--- src/sv/cdiv_pkg.sv ---
// ----------------------------------------------------------------------------
// cdiv_pkg
// Word types and pipeline control bundle shared by the complex divider.
// ----------------------------------------------------------------------------
package cdiv_pkg;

	// width of every payload part on the ports
	localparam int unsigned PORT_BITS = 32;

	// request word: dividend and divisor, signed fixed point
	typedef struct packed {
		logic signed [PORT_BITS-1:0] num_real;
		logic signed [PORT_BITS-1:0] num_imag;
		logic signed [PORT_BITS-1:0] den_real;
		logic signed [PORT_BITS-1:0] den_imag;
	} req_t;

	// response word: quotient and status flags
	typedef struct packed {
		logic signed [PORT_BITS-1:0] quot_real;
		logic signed [PORT_BITS-1:0] quot_imag;
		logic                        div_zero;
		logic                        overflowed;
	} rsp_t;

	// control bits that travel alongside the data down the cell chain
	typedef struct packed {
		logic valid;
		logic dz;
		logic neg_re;
		logic neg_im;
		logic big_re;
		logic big_im;
	} ctl_t;

endpackage

--- src/sv/cdiv_back.sv ---
// ----------------------------------------------------------------------------
// cdiv_back
// Saturation, sign restore and the response word register.
// ----------------------------------------------------------------------------
module cdiv_back #(
	parameter int W = 32
) (
	input  logic             clk,
	input  logic             arst_n,
	input  logic             en,
	input  cdiv_pkg::ctl_t   ctl_i,
	input  logic [W-1:0]     q_re_i,
	input  logic [W-1:0]     q_im_i,
	output logic             vld,
	output cdiv_pkg::rsp_t   rsp
);
	import cdiv_pkg::*;

	localparam logic [W-1:0] LIM_POS = {1'b0, {(W-1){1'b1}}};
	localparam logic [W-1:0] LIM_NEG = {1'b1, {(W-1){1'b0}}};

	logic [W-1:0]        lim_re, lim_im, mag_re, mag_im;
	logic                sat_re, sat_im;
	logic signed [W-1:0] val_re, val_im;
	logic                vld_q;
	rsp_t                rsp_q;

	// clamp magnitude against the limit for its sign
	assign lim_re = ctl_i.neg_re ? LIM_NEG : LIM_POS;
	assign lim_im = ctl_i.neg_im ? LIM_NEG : LIM_POS;
	assign sat_re = ctl_i.big_re || (q_re_i > lim_re);
	assign sat_im = ctl_i.big_im || (q_im_i > lim_im);
	assign mag_re = sat_re ? lim_re : q_re_i;
	assign mag_im = sat_im ? lim_im : q_im_i;
	assign val_re = ctl_i.neg_re ? W'(-mag_re) : mag_re;
	assign val_im = ctl_i.neg_im ? W'(-mag_im) : mag_im;

	always_ff @(posedge clk or negedge arst_n) begin
		if (!arst_n) begin
			vld_q <= 1'b0;
		end else if (en) begin
			vld_q <= ctl_i.valid;
		end
	end

	// response word register
	always_ff @(posedge clk) begin
		if (en) begin
			if (ctl_i.dz) begin
				rsp_q.quot_real <= '0;
				rsp_q.quot_imag <= '0;
				rsp_q.div_zero <= 1'b1;
				rsp_q.overflowed <= 1'b0;
			end else begin
				rsp_q.quot_real <= PORT_BITS'(val_re);
				rsp_q.quot_imag <= PORT_BITS'(val_im);
				rsp_q.div_zero <= 1'b0;
				rsp_q.overflowed <= sat_re || sat_im;
			end
		end
	end

	assign vld = vld_q;
	assign rsp = rsp_q;

endmodule

--- config.mk ---
export PLATFORM = sky130hd
export DESIGN_NAME = cdiv_back
export DESIGN_NICKNAME = d
export VERILOG_FILES = /design/src/sv/cdiv_pkg.sv /design/src/sv/cdiv_back.sv
export SDC_FILE = /design/constraint.sdc
export NUM_CORES = 1
export LEC_CHECK = 0
export BUFFER_PORTS_ARGS = -buffer_cell sky130_fd_sc_hd__buf_4
export CORE_UTILIZATION = 50
export DETAILED_ROUTE_END_ITERATION = 8
export PLACE_DENSITY = 0.83
export SETUP_SLACK_MARGIN = 0.15
export SYNTH_ARGS = -nofsm -noshare
export SYNTH_HDL_FRONTEND = slang
export SYNTH_SLANG_ARGS = --single-unit
--- constraint.sdc ---
create_clock -name clk -period 0.8 [get_ports clk]
set_input_delay 0.04 -clock clk [delete_from_list [all_inputs] [get_ports clk]]
set_output_delay 0.04 -clock clk [all_outputs]
set_load 0.05 [all_outputs]
==> results of run 1 <==
## repair_timing
item	4_1_cts
resized for setup	256
gates cloned	4
hold endpoints to repair	2
hold buffers	1
setup buffers	16
pin swaps	67
setup endpoints to repair	133
## metal layers
metal,GRT usage,GRT overflow
met5,0.1176,0
met4,0.7596,3
met3,0.5570,0
met2,0.9354,0
met1,0.7591,0
## logic make-up after synthesis
kind of cell / count (synthesis)
and+or+nand+nor: 282
AOI/OAI and AO/OA: 190
DFF: 67
adders and majority gates: 66
buffers and inverters: 51
muxes: 13
xor gates and xnor gates: 11
## Yosys cell counts, types with 4 or more instances
library cell	number	area [sq um]
and3_1	4	25.02
inv_1	9	33.78
nor4_1	25	156.4
nand4_1	18	112.6
nor4_2	4	50.05
nor3b_1	4	30.03
nand3_1	20	100.1
o32ai_1	27	236.5
buf_2	8	40.04
clkbuf_1	27	101.4
nand2_1	47	176.4
nor4_4	4	85.08
ha_1	66	825.8
a31oi_1	8	50.05
a211oi_1	10	75.07
o21ai_0	24	120.1
or3_1	8	50.05
edfxtp_1	66	1982
xor2_1	11	96.34
o211ai_1	5	37.54
mux2i_1	11	110.1
a21oi_1	64	320.3
nor3_1	56	280.3
o31ai_1	8	60.06
nand3b_1	4	30.03
nor2_1	58	217.7
nand2b_1	7	43.79
## through the flow
step | setup WS (ns) | utilization | cells
CTS | -2.142 | 0.9086 | 1165
detailed placement | -2.953 | 0.7483 | 1128
global placement | -2.787 | 0.7483 | 1128
floorplan | -2.571 | - | 680
==> summary.md, run 1 <==
| Metric | Value |
|---|---|
| Post-Synth XOR/XNOR Area | `0.01554` |
| FF+latch count, synth | `67` |
| Post-synthesis simple-gate area fraction | `0.2558` |
| Die Ht | `113.3 microns` |
| Ys flop type | `edfxtp_1` |
| Worst endpoint, post-GRT repair | `rsp[32]$_SDFFCE_PP0P_/D` |
| Io pins | `140` |
| Syn Inst Count | `680` |
| # rows | `40` |
| Sink Count | `67` |
| Routability congestion estimate from global placement | `0.9083` |
| EDFF count, synth | `66` |
| Worst ep type | `register data pin` |
| Area after DPL | `9026 sq um` |
| Root Buffer | `clkbuf_16` |
| Post-Syn Area | `6198 sq um` |
| Synth Area in Compound Gates | `0.2142` |
| Largest family of logic cells by synthesized area | `simple AND/OR/NAND/NOR gates` |
| Register area share after synthesis | `0.3238` |
| Synthesis warning total | `0` |
| Grt ovf | `3` |
| Avg Inst Size Synth | `9.115 sq um` |
| Asr flop ratio synth | `0.01493` |
| Initial Util | `0.5139` |
| Clk buf depth | `2` |
| Mux contribution to synthesized area | `0.02140` |
| Post-synthesis adder-cell area fraction | `0.1332` |
| Failing step | `5_1_grt` |
| Count of different cell masters after synthesis | `76` |
| Tool error | `[ERROR GRT-0232] Routing congestion too high. Check the congestion heatmap in the GUI.` |
| Overall Global Routing Usage | `0.7465` |
| H-tree depth | `3` |
| Post-DP HPWL | `17360 microns` |
| Pin count of the biggest net entering global routing | `38` |
| CTS buffer count | `9` |
| Status | `aborted with a tool error` |
| Die width | `113.3 microns` |
| Port Buf Inserts | `139` |
| Syn_nets | `819` |
==> inputs of run 2 (changes only) <==
- CORE_UTILIZATION: 50 -> 35
- PLACE_DENSITY: 0.83 -> unset
- PLACE_DENSITY_LB_ADDON: unset -> 0.15
- SETUP_SLACK_MARGIN: 0.15 -> unset
- clock period: 0.8 -> 1 ns (I/O delays scaled with it)
==> summary.md, run 2 <==
| Metric | Value |
|---|---|
| Crit start category | `input port` |
| Worst Path Required | `1.11 ns` |
| Met3 usage | `0.05480` |
| Worst skew pair latency | `0.35 ns` |
| M2 GR Usage | `0.4425` |
| Nets@finish | `1148` |
| F_max | `326.6 MHz` |
| Drt drc | `0` |
| Worst reg2reg endpoint | `vld` |
| Max_slew headroom | `0.4697` |
| FF-to-FF path depth | `1` |
| Hold Worst Slack | `0.09048 ns` |
| Routability congestion estimate from global placement | `0.9486` |
| Hold Path End | `rsp[2]` |
| Clk buf depth | `2` |
| Clock transition at path regs | `0.06 ns` |
| Maximum fanout along the worst path | `7` |
| Initial antenna violation count | `1` |
| CTS tree | `built` |
| Post-Syn Area | `6198 sq um` |
| Sink Count | `67` |
| H-tree depth | `3` |
| Avg WL per Cell | `20.27 microns` |
| Worst min path class | `in2reg` |
| Avg Inst Size Synth | `9.115 sq um` |
| Top Usage Layer GRT | `met2` |
| Commonest non-fill, non-tap cell in the layout | `buf_4` |
| Syn_nets | `819` |
| Status | `finished, violations left` |
| Drt pass-1 iters | `5` |
| Critical path endpoint category | `flop` |
| Worst-Margin Slew | `0.7954 ns` |
| Largest register FFs | `66` |
| Die Ht | `135.1 microns` |
| Register area share after synthesis | `0.3238` |
| CTS buffer count | `9` |
| Util after Layout | `0.6620` |
| Minimum clock period | `3.062 ns` |
| Worst Path Arrival | `3.17 ns` |
| P&R area growth vs syn | `84.74%` |
| Cell taking the most area after synthesis | `edfxtp_1` |
| Post-route antenna net violation count | `0` |
| Post-synthesis simple-gate area fraction | `0.2558` |
| Final Max Tran Viols | `0` |
| DIE AREA | `18250 sq um` |
| Slowest CP cell | `a2111oi_4` |
| M1 GR Usage | `0.3572` |
| Mux contribution to synthesized area | `0.02140` |
| Vias after detailed routing | `7184` |
| Synth top area share | `0.3197` |
| Worst reg2reg startpoint | `vld` |
| Initial Util | `0.3584` |
| Hold Path Stages | `1` |
| FF+latch count, synth | `67` |
| Syn Inst Count | `680` |
| Grt ovf | `0` |
| Post-synth top cells | `edfxtp_1 (66), ha_1 (66), a21oi_1 (64)` |
| DR vias/cell | `5.794` |
| Largest family of logic cells by synthesized area | `simple AND/OR/NAND/NOR gates` |
| Reg2reg setup slack | `0.26 ns` |
| Io pins | `140` |
| Post-synthesis adder-cell area fraction | `0.1332` |
| Count of different cell masters after synthesis | `76` |
| Final wirelength | `25140 microns` |
| Failing checks | `setup timing` |
| Final Hold Vio Count | `0` |
| Crit path max-delay family | `compound AO/OA/AOI/OAI gates` |
| # rows | `48` |
| Port Buf Inserts | `139` |
| Cell Chain, Critical Path | `buf_16 > buf_6 > ha_4 > nand4_1 > a2111oi_4 > o31ai_4 > a31oi_4 > mux2i_2 > ha_2 > nand4b_4 > or3_4 > buf_6 > o31ai_4 > xor2_1 > a21oi_1` |
| Clk_skew | `0 ns` |
| Delay of the slowest critical-path stage | `0.45 ns` |
| Layout cells sized above 1 | `0.5769` |
| Hold_sp | `en` |
| Ys flop type | `edfxtp_1` |
| Core Footprint | `17300 sq um` |
| CP Class | `in2reg` |
| Crit path buf inv count | `3` |
| First-pass GRT wire length | `38030 microns` |
| Root Buffer | `clkbuf_16` |
| Iter 0 DRT Violations | `515` |
| Post-Synth XOR/XNOR Area | `0.01554` |
| Pin count of the biggest net entering global routing | `38` |
| Vias in the first global route | `7164` |
| Commonest non-fill, non-tap cells in the layout | `buf_4 (280), edfxtp_1 (66), buf_6 (54)` |
| RSZ-0062 raised after global routing | `true` |
| P_leak | `4.389 nW` |
| Die width | `135.1 microns` |
| Post-DP HPWL | `17730 microns` |
| Synth area leaders | `edfxtp_1 (32%), ha_1 (13%), a21oi_1 (5.2%), nor3_1 (4.5%), o32ai_1 (3.8%)` |
| Overall Global Routing Usage | `0.2726` |
| Asr flop ratio synth | `0.01493` |
| Fin Setup TNS | `-96.88 ns` |
| Synthesis warning total | `0` |
| Max_cap viols | `0` |
| Peak VDD IR | `0.9133 mV` |
| EDFF count, synth | `66` |
| Synth Area in Compound Gates | `0.2142` |
| Final setup margin | `-2.062 ns` |
| Period utilization | `3.062` |
| Power per cell area | `1120 nW/um^2` |
| Final Setup Violations | `67` |
-- run 2: cell counts after synthesis --
No cell type changed its count.
-- run 2: power by group --
group / total [mW] / internal, mW / leakage [nW] / switching, mW
logic: 5.72 / 2.43 / 3.59 / 3.30
clock network: 3.57 / 2.19 / 0.153 / 1.38
registers: 3.53 / 3.42 / 0.650 / 0.108
-- run 2: per-stage QoR --
stage	instances	total power [mW]	setup WS (ns)	area, sq um
finish	1240	12.82	-2.062	11450
global route	1240	13.28	-2.184	11450
CTS	1225	12.27	-2.025	10670
detailed placement	1191	7.954	-2.742	9129
global placement	1191	7.863	-2.624	9129
floorplan	680	6.060	-2.381	6629
-- run 2: worst max-delay path by stage --
stage / cells past startpoint / start / slack [ns] / endpoint
floorplan: 19 / ctl_i[3] / -2.38 / rsp[52]
global placement: 15 / ctl_i[3] / -2.62 / rsp[50]
detailed placement: 16 / ctl_i[3] / -2.74 / rsp[56]
CTS: 15 / ctl_i[3] / -2.02 / rsp[50]
global route: 15 / ctl_i[3] / -2.18 / rsp[50]
finish: 15 / ctl_i[3] / -2.06 / rsp[50]
-- run 2: logic make-up (layout without fill, tap and decap cells) --
logic type,after synthesis,count (layout)
other cells,0,1
simple gates,282,282
xor+xnor,11,11
compound gates,190,190
flops,67,67
fa+ha+maj,66,66
buf+inv,51,385
mux,13,13
-- run 2: timing repair --
item	CTS	global route
endpoints found under the hold margin	2	0
setup buffers	17	20
pin swaps	78	65
hold buffers	3	0
setup endpoints to repair	74	93
gates cloned	5	0
resized for setup	165	124
-- run 2: cell type report --
class	count	area [sq um]
antenna	1	2.502
clock buffer	10	229.0
clock inverter	6	90.09
fill	1355	5846
inverter	11	71.32
multi-input combinational	562	5572
sequential	67	2007
tap	225	281.5
timing repair buffer	358	3198
-- run 2: per-layer routing --
layer  routed length, microns  vias up  part of all wire
met5                        0        -                 0
met4                      531        0             0.021
met3                     1597       35             0.064
met2                    12120      254              0.48
met1                    10890     3486              0.43
li1                         -     3409                 -
(Power assumes the default switching activity.)
