### src/sv/cdiv_pkg.sv
// ----------------------------------------------------------------------------
// cdiv_pkg
// Word types and pipeline control bundle shared by the complex divider.
// ----------------------------------------------------------------------------
package cdiv_pkg;

	// width of every payload part on the ports
	localparam int unsigned PORT_BITS = 32;

	// request word: dividend and divisor, signed fixed point
	typedef struct packed {
		logic signed [PORT_BITS-1:0] num_real;
		logic signed [PORT_BITS-1:0] num_imag;
		logic signed [PORT_BITS-1:0] den_real;
		logic signed [PORT_BITS-1:0] den_imag;
	} req_t;

	// response word: quotient and status flags
	typedef struct packed {
		logic signed [PORT_BITS-1:0] quot_real;
		logic signed [PORT_BITS-1:0] quot_imag;
		logic                        div_zero;
		logic                        overflowed;
	} rsp_t;

	// control bits that travel alongside the data down the cell chain
	typedef struct packed {
		logic valid;
		logic dz;
		logic neg_re;
		logic neg_im;
		logic big_re;
		logic big_im;
	} ctl_t;

endpackage

### src/sv/cdiv_cell.sv
// ----------------------------------------------------------------------------
// cdiv_cell
// One restoring division step for both quotient parts.
// ----------------------------------------------------------------------------
module cdiv_cell #(
	parameter int W = 32
) (
	input  logic             clk,
	input  logic             arst_n,
	input  logic             en,
	input  cdiv_pkg::ctl_t   ctl_i,
	input  logic [2*W-1:0]   den_i,
	input  logic [2*W-1:0]   r_re_i,
	input  logic [2*W-1:0]   r_im_i,
	input  logic [W-1:0]     low_re_i,
	input  logic [W-1:0]     low_im_i,
	input  logic [W-1:0]     q_re_i,
	input  logic [W-1:0]     q_im_i,
	output cdiv_pkg::ctl_t   ctl_o,
	output logic [2*W-1:0]   den_o,
	output logic [2*W-1:0]   r_re_o,
	output logic [2*W-1:0]   r_im_o,
	output logic [W-1:0]     low_re_o,
	output logic [W-1:0]     low_im_o,
	output logic [W-1:0]     q_re_o,
	output logic [W-1:0]     q_im_o
);
	import cdiv_pkg::*;

	logic [2*W:0]   sh_re, sh_im, dif_re, dif_im;
	logic           ge_re, ge_im;
	ctl_t           ctl_q;
	logic [2*W-1:0] den_q, r_re_q, r_im_q;
	logic [W-1:0]   low_re_q, low_im_q, q_re_q, q_im_q;

	// bring down next dividend bit and trial subtract
	assign sh_re = {r_re_i, low_re_i[W-1]};
	assign sh_im = {r_im_i, low_im_i[W-1]};
	assign dif_re = sh_re - {1'b0, den_i};
	assign dif_im = sh_im - {1'b0, den_i};
	assign ge_re = (sh_re >= {1'b0, den_i});
	assign ge_im = (sh_im >= {1'b0, den_i});

	always_ff @(posedge clk or negedge arst_n) begin
		if (!arst_n) begin
			ctl_q <= '0;
		end else if (en) begin
			ctl_q <= ctl_i;
		end
	end

	always_ff @(posedge clk) begin
		if (en) begin
			den_q <= den_i;
			r_re_q <= ge_re ? dif_re[2*W-1:0] : sh_re[2*W-1:0];
			r_im_q <= ge_im ? dif_im[2*W-1:0] : sh_im[2*W-1:0];
			low_re_q <= low_re_i << 1;
			low_im_q <= low_im_i << 1;
			q_re_q <= {q_re_i[W-2:0], ge_re};
			q_im_q <= {q_im_i[W-2:0], ge_im};
		end
	end

	assign ctl_o = ctl_q;
	assign den_o = den_q;
	assign r_re_o = r_re_q;
	assign r_im_o = r_im_q;
	assign low_re_o = low_re_q;
	assign low_im_o = low_im_q;
	assign q_re_o = q_re_q;
	assign q_im_o = q_im_q;

endmodule

### config.mk
export PLATFORM = sky130hd
export DESIGN_NAME = cdiv_cell
export DESIGN_NICKNAME = d
export VERILOG_FILES = /design/src/sv/cdiv_pkg.sv /design/src/sv/cdiv_cell.sv
export SDC_FILE = /design/constraint.sdc
export NUM_CORES = 1
export LEC_CHECK = 0
export BUFFER_PORTS_ARGS = -buffer_cell sky130_fd_sc_hd__buf_4
export CAP_MARGIN = 20
export CORE_AREA = 2 2 253 255
export CTS_BUF_LIST = sky130_fd_sc_hd__clkbuf_8 sky130_fd_sc_hd__clkbuf_16
export CTS_CLUSTER_DIAMETER = 100
export DETAILED_ROUTE_END_ITERATION = 10
export DIE_AREA = 0 0 255 257
export GPL_ROUTABILITY_DRIVEN = 0
export PLACE_DENSITY = 0.56
export SYNTH_ARGS = -nofsm -noshare
export SYNTH_HDL_FRONTEND = slang
export SYNTH_SLANG_ARGS = --single-unit
### constraint.sdc
create_clock -name clk -period 1.1 [get_ports clk]
set_clock_uncertainty 0.15 [all_clocks]
set_input_delay 0.165 -clock clk [delete_from_list [all_inputs] [get_ports clk]]
set_output_delay 0.165 -clock clk [all_outputs]
set_load 0.01 [all_outputs]
After elaboration in Yosys (flattened, before gate mapping). Cells that the tools add are included.

Word-level logic and storage cells: 19. Input bits: 329. Output and inout bits: 326. Register bits: 324.

$add $sub $neg: 2. Muxes and demuxes: 2. Order comparisons: 2.

Operator list (number): greater-or-equal comparator 65 x 64 -> 1 bit (2); 2-to-1 mux 64 bit (2); subtractor 64 bit (2).

Logic depth before layout (Yosys ltp).
Depth in word-level cells: 2. Mapped depth: 17. Depth with buffers taken out: 13.

Worst setup path after synthesis. OpenSTA, ideal clock, no wires.

Path type: input -> register. From: in den_i[3]. To: reg r_im_q[48] (netlist: r_im_o[48]) (data pin). Data required time: 0.690 ns. Data arrival time: 2.775 ns. Path slack: -2.086 ns. Cell stages on the path: 16. Library setup time: 0.260 ns. Buffers on the path: 3. Cells stage by stage: inv_1 -> ha_1 -> nand3_1 -> o21bai_4 -> a21oi_2 -> o211ai_2 -> a2111oi_4 -> o211a_1 -> o21ai_2 -> a21o_4 -> and2_4 -> buf_6 -> inv_6 -> buf_12 -> buf_12 -> mux2_4.

Word-level cells in the longest chain between the ends: 2. Elaborated cells on any way between the ends: 3. Classes of those cells: add/sub: 1; order compare: 1; mux: 1.

Ends and longest elaborated chain: start: declaration (RTL line cdiv_cell.sv:12) `input logic [2*W-1:0] den_i,`; greater-or-equal comparator 65 x 64 -> 1 bit (RTL line cdiv_cell.sv:42) `assign ge_im = (sh_im >= {1'b0, den_i});`; named net ge_im (RTL line cdiv_cell.sv:31) `logic ge_re, ge_im;`; 2-to-1 mux 64 bit (RTL line cdiv_cell.sv:56) `r_im_q <= ge_im ? dif_im[2*W-1:0] : sh_im[2*W-1:0];`; end signal: assignment (RTL line cdiv_cell.sv:56); end: declaration (RTL line cdiv_cell.sv:33) `logic [2*W-1:0] den_q, r_re_q, r_im_q;`.

The timed path passes the listed nets, and every way through them passes these cells. A chain may end at the register's enable or synchronous reset.

Final worst setup path.
From: in den_i[2]. To: reg r_im_q[8] (netlist: r_im_o[8]) (data pin).

Word-level cells in the longest chain between the ends: 2. Elaborated cells on any way between the ends: 3. Classes of those cells: add/sub: 1; order compare: 1; mux: 1.

Ends and longest elaborated chain (RTL line): subtractor 64 bit / greater-or-equal comparator 65 x 64 -> 1 bit (equally long branches) (cdiv_cell.sv:40, cdiv_cell.sv:42); 2-to-1 mux 64 bit * (cdiv_cell.sv:56).

Every way passes the cells marked *; elsewhere a longest branch is shown, timed or not.

==> flow_metrics.env <==
export IMPL_outcome="finished with violations"
export IMPL_violations="hold timing, setup timing"
export IMPL_seq_area_um2=9700
export IMPL_grt_max_degree=67
export IMPL_yosysWarnings=0
export IMPL_dr_total_vias=21600
export IMPL_worst_pin_slew_ps=513
export IMPL_fp_dieH_um=257
export IMPL_io_buffers=650
export IMPL_vdd_drop_max_mv=0.867
export IMPL_hold_viol=11
export IMPL_synthCells=1805
export IMPL_worstPathMaxFanout=5
export IMPL_drt_iter0_markers=1299
export IMPL_cts_sinks=324
export IMPL_wl_per_cell_um=22.0
export IMPL_cp_start_kind="input port"
export IMPL_drc=0
export IMPL_cts_tree="yes"
export IMPL_fmax_mhz=354
export IMPL_ys_flop_type="edfxtp_1"
export IMPL_num_rows=92
export IMPL_synth_edf_count=318
export IMPL_grt_pass1_wl_mm=138
export IMPL_clock_latency_ps=560
export IMPL_dieWidth_um=255
export IMPL_clockRootBuffer="clkbuf_16"
export IMPL_leakage_uw=0.0171
export IMPL_fin_hold_ws_ps=-32.4
export IMPL_multiInputGateArea_um2=10900
export IMPL_n_fill_cell=4895
export IMPL_clkTransAtPathRegs_ps=60
export IMPL_dp_hpwl_mm=68.3
export IMPL_worstHoldPathType="input port to flop"
export IMPL_dieArea_um2=65500
export IMPL_yosysUniqueCellTypes=81
export IMPL_grt_pass1_vias=22800
export IMPL_ioPinCount=655
export IMPL_h_tree_depth=2
export IMPL_layout_setup_ws_ps=-1730
export IMPL_synth_seq_cells=324
export IMPL_dr_pass1_iters=5
export IMPL_clockBufferDepth=3
export IMPL_slew_headroom_pct=65.5
export IMPL_ys_async_sr_fraction_pct=1.85
export IMPL_start_util_pct=30.8
export IMPL_worstSetupEndpointType="flop"
export IMPL_areaGrowthSynthToFinish_pct=102
export IMPL_period_needed_ps=2830
export IMPL_drt_total_wl_mm=95.9
export IMPL_cpMaxStageDelayCell="a2111oi_4"
export IMPL_antenna_found_initial=17
export IMPL_globalRouteTotalUtil_pct=28.1
export IMPL_critPathTopFamily="compound AO/OA/AOI/OAI gates"
export IMPL_crit_chain="buf_8 -> inv_8 -> buf_6 -> ha_4 -> nand3_2 -> o21bai_4 -> a21oi_2 -> o211ai_2 -> a2111oi_4 -> o211a_1 -> o21ai_2 -> a21o_4 -> and2_4 -> inv_8 -> buf_12 -> buf_8 -> buf_12 -> mux2_4"
export IMPL_maxCapViolations=0
export IMPL_rrSetupSlack_ps=20
export IMPL_final_layout_size_suffix_gt1_share_pct=52.7
export IMPL_routed_via_density=4.96
export IMPL_slew_viol_final=0
export IMPL_numCtsBuffers=41
export IMPL_synth_seq_area_share_pct=50.1
export IMPL_fin_area_um2=39100
export IMPL_worstPathRequired_ps=1270
export IMPL_place_ws_ps=-2490
export IMPL_crit_type="input port to flop"
export IMPL_critPathArrivalTime_ps=3000
export IMPL_p_per_area_nw_per_um2=1230
export IMPL_setup_viol=461
export IMPL_cpPeakStageDelay_ps=400
export IMPL_fin_nets=3920
export IMPL_rsz0062_at_grt="yes"
export IMPL_critPathBufInv=7
export IMPL_synth_area_per_cell_um2=10.7
export IMPL_overflow=0
export IMPL_placedInstanceArea_um2=30400
export IMPL_final_setup_tns_ps=-308270
export IMPL_synth_area_um2=19300
export IMPL_min_period_over_period_pct=257
export IMPL_ant_nets=0
export IMPL_coreArea_um2=62700
final timing paths:
check	startpoint	endpoint	cells after the start
max in group asynchronous	arst_n	ctl_o[3]	3
min	en	q_re_o[17]	2
min in group asynchronous	arst_n	ctl_o[5]	3
min reg2reg	ctl_o[5]	ctl_o[5]	1
max	den_i[2]	r_im_o[8]	18
max reg2reg	ctl_o[4]	ctl_o[4]	2
where the power goes:
part           total (uW)  leakage, uW  switching [uW]  internal (uW)
combinational       18300       0.0133            8100          10200
clock               13400     0.000644            5860           7590
sequential          16200      0.00318             828          15300
total               48000       0.0171           14800          33200
per-stage QoR:
stage / util, % / cells / hold slack [ps] / total power [uW]
global placement: 48.4 / 3846 / -175 / 30000
global route: 62.3 / 4353 / -49.7 / 49800
detailed placement: 48.4 / 3846 / -171 / 30100
floorplan: - / 1806 / -281 / 22100
finish: 62.3 / 4356 / -32.4 / 48000
CTS: 60.9 / 4324 / -223 / 47200
cell usage in the layout, fill, tap and decap left out, types with 50 or more instances in the layout:
cell	netlist	final
xnor2_1	75	74
buf_4	7	989
nand2_1	127	115
buf_6	1	307
a21oi_1	205	123
dlygate4sd3_1	0	327
nor2_1	138	94
inv_1	109	73
o21ai_0	92	72
a21o_1	53	53
ha_1	128	72
edfxtp_1	318	318
ha_4	0	50
a21oi_2	5	74
mux2_4	8	60
synthesized netlist by cell type, drive strengths merged, types with 3 or more instances:
master  instances  area, um^2
nor3           21         105
o31ai          10        80.1
mux2i           3        30.0
a21o           54         413
nand4          44         275
edfxtp        318        9550
o211ai         14         110
nand2         127         477
ha            128        1600
nor2b          17         106
xnor2          75         657
xor2           40         350
nand2b         11        68.8
and3            8        50.1
or2             3        18.8
clkbuf         49         184
and4            3        26.3
o21a           14         105
a221o           3        30.0
nor2          138         518
inv           110         418
buf            34         223
a211oi         14         105
a21boi         10        75.1
o221ai          3        26.3
a221oi          4        35.0
nor4           12        75.1
a31oi          14        87.6
nand3          46         230
a21oi         211        1090
o21ai         103         523
or3            10        62.6
o221a           3        33.8
and2            8        55.1
mux2           67         785
dfrtp           6         150
o31a            5        43.8
o21bai         32         251
worst register-to-register path, stage by stage (launching register included):
cell and delay [ps]:
dfrtp_1 410, buf_4 150, mux2_2 260
routing by layer:
layer  wire length (um)  global-route usage, %  share of wire (%)  up-vias
li1                   -                      -                  -    10000
met3               6210                   5.46                6.5      257
met1              35700                   31.4                 37    10400
met2              47100                   48.6                 49      881
met5                 12                      0              0.013        -
met4               6940                   17.9                7.2        2
cells by family after synthesis:
family	count (synthesis)	share of synthesized area (%)
flip-flops	324	50.1
other	1	0.0194
buffers and inverters	194	4.28
multiplexers	70	4.21
adder cells (fa/ha/maj)	130	8.48
XOR/XNOR	115	5.21
AO/OA/AOI/OAI	515	16.7
AND/OR/NAND/NOR	456	11.0
flip-flops by register name, summed over array words and instances, names as in the netlist:
register	cells
den_o	64
r_im_o	64
r_re_o	64
q_im_o	32
q_re_o	32
low_im_o	31
low_re_o	31
ctl_o	6
final cells by class:
class	count	area share (%)
diodes	17	0.109
well taps	846	2.71
flip-flops and latches	324	24.8
repair buffers	1695	39.8
multi-input cells	1288	27.9
clock inverters	34	0.717
clock buffers	41	2.63
inverters	111	1.33
what timing repair did:
action	CTS	global route
resized for setup	568	188
hold endpoints to repair	389	16
buffers inserted	74	23
gates cloned	14	1
hold buffers	326	1
pin swaps	91	61
endpoints found under the setup margin	454	461
No activity file was read; power rests on OpenSTA's default activity.
